**src/lht_pkg.sv**
```systemverilog
package lht_pkg;

    localparam int TABLE_ENTRIES_DEF = 1024;
    localparam logic [7:0] PROBE_LIMIT_RESET = 8'd10;

    typedef enum logic [1:0] {
        CMD_GET    = 2'd0,
        CMD_INSERT = 2'd1,
        CMD_DELETE = 2'd2,
        CMD_NONE   = 2'd3
    } cmd_t;

    typedef enum logic [2:0] {
        ST_STORED   = 3'd0,
        ST_REPLACED = 3'd1,
        ST_ABSENT   = 3'd2,
        ST_GOT      = 3'd3,
        ST_CROWDED  = 3'd4
    } status_t;

    typedef enum logic [3:0] {
        S_CLEAR,
        S_IDLE,
        S_RD,
        S_WAIT,
        S_EVAL,
        S_SCAN_RD,
        S_SCAN_WAIT,
        S_SCAN_EVAL,
        S_DONE
    } state_t;

    // controller to datapath
    typedef struct packed {
        logic load;
        logic clr_wr;
        logic addr_home;
        logic addr_leap;
        logic addr_scan;
        logic rd;
        logic wr_fill;
        logic wr_value;
        logic wr_absent;
        logic wr_link;
        logic out_load;
        status_t out_status;
        logic out_hit;
    } ctrl_t;

    // datapath to controller
    typedef struct packed {
        logic clr_last;
        logic empty;
        logic match;
        logic present;
        logic leap_zero;
        logic steps_max;
        logic scan_last;
        logic hash_zero;
        cmd_t cmd;
    } stat_t;

endpackage

```
**src/lht_ctrl.sv**
```systemverilog
module lht_ctrl
    import lht_pkg::*;
(
    input  logic  clk,
    input  logic  rst_n,
    input  logic  in_fire,
    input  logic  out_busy,
    input  logic  out_fire,
    input  stat_t stat,
    output ctrl_t ctrl,
    output logic  in_ready,
    output logic  out_valid
);
    state_t state_reg, state_next;
    logic   ov_reg, ov_next;

    always_ff @(posedge clk or negedge rst_n)
    begin
        if (!rst_n)
        begin
            state_reg <= S_CLEAR;
            ov_reg    <= 1'b0;
        end
        else
        begin
            state_reg <= state_next;
            ov_reg    <= ov_next;
        end
    end

    assign out_valid = ov_reg;

    always_comb
    begin
        state_next = state_reg;
        ctrl = '0;
        ctrl.out_status = ST_ABSENT;
        ov_next = ov_reg && !out_fire;
        in_ready = 1'b0;
        unique case (state_reg)
            S_CLEAR:
            begin
                ctrl.clr_wr = 1'b1;
                if (stat.clr_last)
                    state_next = S_IDLE;
            end
            S_IDLE:
            begin
                in_ready = 1'b1;
                ctrl.addr_home = 1'b1;
                if (in_fire)
                begin
                    ctrl.load = 1'b1;
                    state_next = S_RD;
                end
            end
            S_RD:
            begin
                if (stat.hash_zero || stat.cmd == CMD_NONE)
                begin
                    ctrl.out_status = (stat.cmd == CMD_GET) ? ST_GOT :
                                      (stat.cmd == CMD_INSERT) ? ST_CROWDED : ST_ABSENT;
                    state_next = S_DONE;
                end
                else
                begin
                    ctrl.rd = 1'b1;
                    state_next = S_WAIT;
                end
            end
            S_WAIT:
                state_next = S_EVAL;
            S_EVAL:
            begin
                if (stat.empty)
                begin
                    if (stat.cmd == CMD_INSERT)
                    begin
                        ctrl.wr_fill = 1'b1;
                        ctrl.out_status = ST_STORED;
                    end
                    else
                        ctrl.out_status = (stat.cmd == CMD_GET) ? ST_GOT : ST_ABSENT;
                    state_next = S_DONE;
                end
                else if (stat.match)
                begin
                    if (stat.cmd == CMD_INSERT)
                    begin
                        ctrl.wr_value = 1'b1;
                        ctrl.out_status = ST_REPLACED;
                    end
                    else if (stat.cmd == CMD_DELETE)
                    begin
                        ctrl.wr_absent = 1'b1;
                        ctrl.out_status = ST_ABSENT;
                    end
                    else
                    begin
                        ctrl.out_status = ST_GOT;
                        ctrl.out_hit = stat.present;
                    end
                    state_next = S_DONE;
                end
                else if (stat.leap_zero || stat.steps_max)
                begin
                    if (stat.cmd == CMD_INSERT)
                    begin
                        ctrl.addr_scan = 1'b1;
                        state_next = S_SCAN_RD;
                        if (stat.scan_last)
                        begin
                            ctrl.out_status = ST_CROWDED;
                            state_next = S_DONE;
                        end
                    end
                    else
                    begin
                        ctrl.out_status = (stat.cmd == CMD_GET) ? ST_GOT : ST_ABSENT;
                        state_next = S_DONE;
                    end
                end
                else
                begin
                    ctrl.addr_leap = 1'b1;
                    state_next = S_RD;
                end
            end
            S_SCAN_RD:
            begin
                ctrl.rd = 1'b1;
                state_next = S_SCAN_WAIT;
            end
            S_SCAN_WAIT:
                state_next = S_SCAN_EVAL;
            S_SCAN_EVAL:
            begin
                if (stat.empty)
                begin
                    ctrl.wr_fill = 1'b1;
                    ctrl.wr_link = 1'b1;
                    ctrl.out_status = ST_STORED;
                    state_next = S_DONE;
                end
                else if (stat.scan_last)
                begin
                    ctrl.out_status = ST_CROWDED;
                    state_next = S_DONE;
                end
                else
                begin
                    ctrl.addr_scan = 1'b1;
                    state_next = S_SCAN_RD;
                end
            end
            S_DONE:
            begin
                if (!out_busy)
                begin
                    state_next = S_IDLE;
                    ov_next = 1'b1;
                end
            end
            default:
                state_next = S_IDLE;
        endcase
        // hold the finishing step until the previous result item is taken
        if (state_next == S_DONE && state_reg != S_DONE)
        begin
            if (out_busy)
            begin
                ctrl = '0;
                state_next = state_reg;
            end
            else
                ctrl.out_load = 1'b1;
        end
    end
endmodule

```
**config.mk**
```make
export PLATFORM = sky130hd
export DESIGN_NAME = lht_ctrl
export DESIGN_NICKNAME = d
export VERILOG_FILES = /design/src/lht_pkg.sv /design/src/lht_ctrl.sv
export SDC_FILE = /design/constraint.sdc
export NUM_CORES = 1
export LEC_CHECK = 0
export BUFFER_PORTS_ARGS = -buffer_cell sky130_fd_sc_hd__buf_4
export CORE_AREA = 2 2 42 44
export DETAILED_ROUTE_END_ITERATION = 6
export DIE_AREA = 0 0 44 46
export PLACE_DENSITY = 0.91
export RECOVER_POWER = 50
export SLEW_MARGIN = 20
export SYNTH_ARGS = -nofsm -noshare
export SYNTH_HDL_FRONTEND = slang
export SYNTH_SLANG_ARGS = --single-unit
```
**constraint.sdc**
```tcl
create_clock -name clk -period 4.4 [get_ports clk]
set_input_delay 0.44 -clock clk [delete_from_list [all_inputs] [get_ports clk]]
set_output_delay 0.44 -clock clk [all_outputs]
set_load 0.01 [all_outputs]
```
==> qor.yml <==
yosys:
  synth_edf_count: 0
  async_reset_ff_share_pct: 100.0
  yosysUniqueCellTypes: 48
  yosysTopAreaCellShare_pct: 16.92
  yosysSeqAreaShare_pct: 16.92
  ys_warn_count: 0
  syn-mean-instance-area_um2: 7.784
  synth.most_common_cell: "nor2_1"
  syn_area_um2: 739.5
  syn-num-nets: 110
  netlist_top_cells_count: "nor2_1 (8), dfrtp_1 (5), nor2b_1 (5), o21ai_0 (5)"
  synth_top_cell_by_area: "dfrtp_1"
  synth_area_leaders: "dfrtp_1 (17%), nor2b_1 (4.2%), nor2_1 (4.1%)"
  syn-instance-count: 95
  synth-seq-cells: 5
  synthFlopType: "dfrtp_1"
floorplanning:
  die_h_um: 46
  ios: 32
  die_area_um2: 2024
  die_x_um: 44
  num_rows: 15
  initial_utilization_pct: 45.81
  fp.coreArea_um2: 1614
placement:
  placed_cell_area_um2: 962.2
  dpl.hpwl_mm: 1.630
  pre_cts_ws_ns: 1.838
  portBuffers: 31
  place_congestion: 0.9154
setup_path:
  critPathCaptureType: "output port"
  crit_type: "reg -> out"
  cp_data_required_time_ns: 3.96
  cp-start-kind: "flip-flop"
  crit_path_max_fanout: 18
  crit_arrival_ns: 2.46
final_layout:
  layout-drive-gt1-share_pct: 28.80
  finalInstanceArea_um2: 974.7
  layout.nets: 141
  largest_reg_flops: 4
  antenna_cells: 0
  area_delta_synth_final_pct: 31.81
power:
  intPower_w: 0.0001998
  power_frac_seq_pct: 28.9
  ir_drop_mv: 0.2607
  pwr-share-clk_pct: 14.0
  finalPower_w: 0.0003719
  p_leak_nw: 0.4197
  cellPowerDensity_nw_per_um2: 381.5
  p_comb_share_pct: 57.1
  swShare_pct: 46.27
  power.switching_w: 0.0001721
routing:
  drt_iter0_drc: 22
  ant_nets: 0
  drc: 0
  wl_mm: 2.099
  dr.pass1.iters: 4
  vias_per_cell: 6.225
  wire_per_inst_um: 14.78
  via_count: 884
flow_run:
  maxCapViolations: 0
sta:
  hold_viol: 0
  setup_slack_ns: 1.503
  max_slew.worst_pin.slew_ns: 0.5780
  fin_tns_setup_ns: 0
  timing.fmax_mhz: 345.2
  maxSlewViolCount: 0
  rsz0062_at_grt: "no"
  max-slew-margin-rel_pct: 60.93
  setup_viol: 0
  clock_skew_ns: 0.001928
  post-route-period-util_pct: 65.83
  finalCriticalPeriod_ns: 2.897
grt:
  grt.total_usage_pct: 23.10
  antenna_found_initial: 0
  grt_pass1_wl_mm: 3.443
  grt_pass1_vias: 815
  gr-total-overflow: 0
  grt_max_degree: 19
clock_network:
  cts.htree.levels: 1
  ctsLongestPathBuffers: 2
  cts_setup_buffers: 0
  cts.clk_slew.worst_paths_ns: 0.04
  cts_buffers: 3
  ctsResizeCount: 0
  cts_tree: "yes"
  root_buffer: "clkbuf_4"
  numClockSinks: 5
  clock_latency_ns: 0.24
run_status:
  outcome: "completed"
hold_path:
  hold_class: "in -> reg"
per-layer routing:
metal,vias up,GRT usage (%),wire (um)
met5,-,0,0
met4,0,13.94,32
met3,4,4.365,169
met2,45,38.82,1025
met1,399,27.16,872
li1,436,-,-
through the flow:
| step | utilization, % | std cells | hold WS (ns) |
|---|---|---|---|
| 5_1_grt | 60.39 | 142 | 0.3757 |
| 6_report | 60.39 | 142 | 0.3804 |
| 4_1_cts | 61.86 | 142 | 0.3713 |
| 3_5_place_dp | 59.61 | 137 | 0.2425 |
| 3_3_place_gp | 59.61 | 137 | 0.2411 |
| 2_1_floorplan | - | 95 | 0.1444 |
worst max-delay path, cell delays in order (launching register included):
cell and delay [ns]:
dfrtp_1 0.64, nor4b_1 0.55, o311a_1 0.34, o2111a_1 0.42, nor2_1 0.11, buf_4 0.16
kinds of logic (layout without fill, tap and decap cells):
| family | count (synthesis) | in the layout | synth area share (%) |
|---|---|---|---|
| AO/OA/AOI/OAI | 32 | 32 | 33.50 |
| XOR/XNOR | 1 | 1 | 1.185 |
| buffers and inverters | 9 | 39 | 5.752 |
| flip-flops | 5 | 5 | 16.92 |
| multiplexers | 1 | 1 | 1.354 |
| AND/OR/NAND/NOR | 47 | 47 | 41.28 |
cells in the final DEF (no fill, tap or decap), types with 4 or more instances in the layout:
cell type and n:
buf_4 27, nor2_1 8, nor2b_1 5, o21ai_0 5, clkbuf_1 5, dfrtp_1 5, nand2_1 4, nand2b_1 4
a21oi_1 4, and3_1 4
final cells by class:
| cell class | count | area, um^2 |
|---|---|---|
| clock buffer | 4 | 26.28 |
| multi-input combinational | 81 | 563.0 |
| inverter | 3 | 11.26 |
| tap | 17 | 21.27 |
| fill | 168 | 639.4 |
| timing repair buffer | 32 | 227.7 |
| sequential | 5 | 125.1 |
power by group through the flow:
| stage | clock network (W) | registers (W) | logic [W] |
|---|---|---|---|
| floorplan | 0 | 0.0000725 | 0.000178 |
| global placement | 0 | 0.000106 | 0.000220 |
| detailed placement | 0 | 0.000106 | 0.000223 |
| CTS | 0.0000545 | 0.000106 | 0.000225 |
| global route | 0.0000578 | 0.000112 | 0.000236 |
| finish | 0.0000522 | 0.000107 | 0.000212 |
what timing repair did:
item | CTS | global route
hold buffers | 1 | 0
endpoints found under the hold margin | 5 | 0
endpoints found under the setup margin | 0 | 0
path summary, 6_finish.rpt:
kind | endpoint | cells past startpoint | slack [ns] | from
min | out_valid | 2 | 0.38 | out_fire
max reg2reg | state_reg[2] | 4 | 2.19 | state_reg[2]
min in group asynchronous | out_valid | 2 | 0.57 | rst_n
min reg2reg | out_valid | 2 | 0.54 | out_valid
max in group asynchronous | state_reg[2] | 2 | 3.62 | rst_n
max | ctrl[1] | 5 | 1.50 | state_reg[2]
Power figures use the tool's default switching activity.
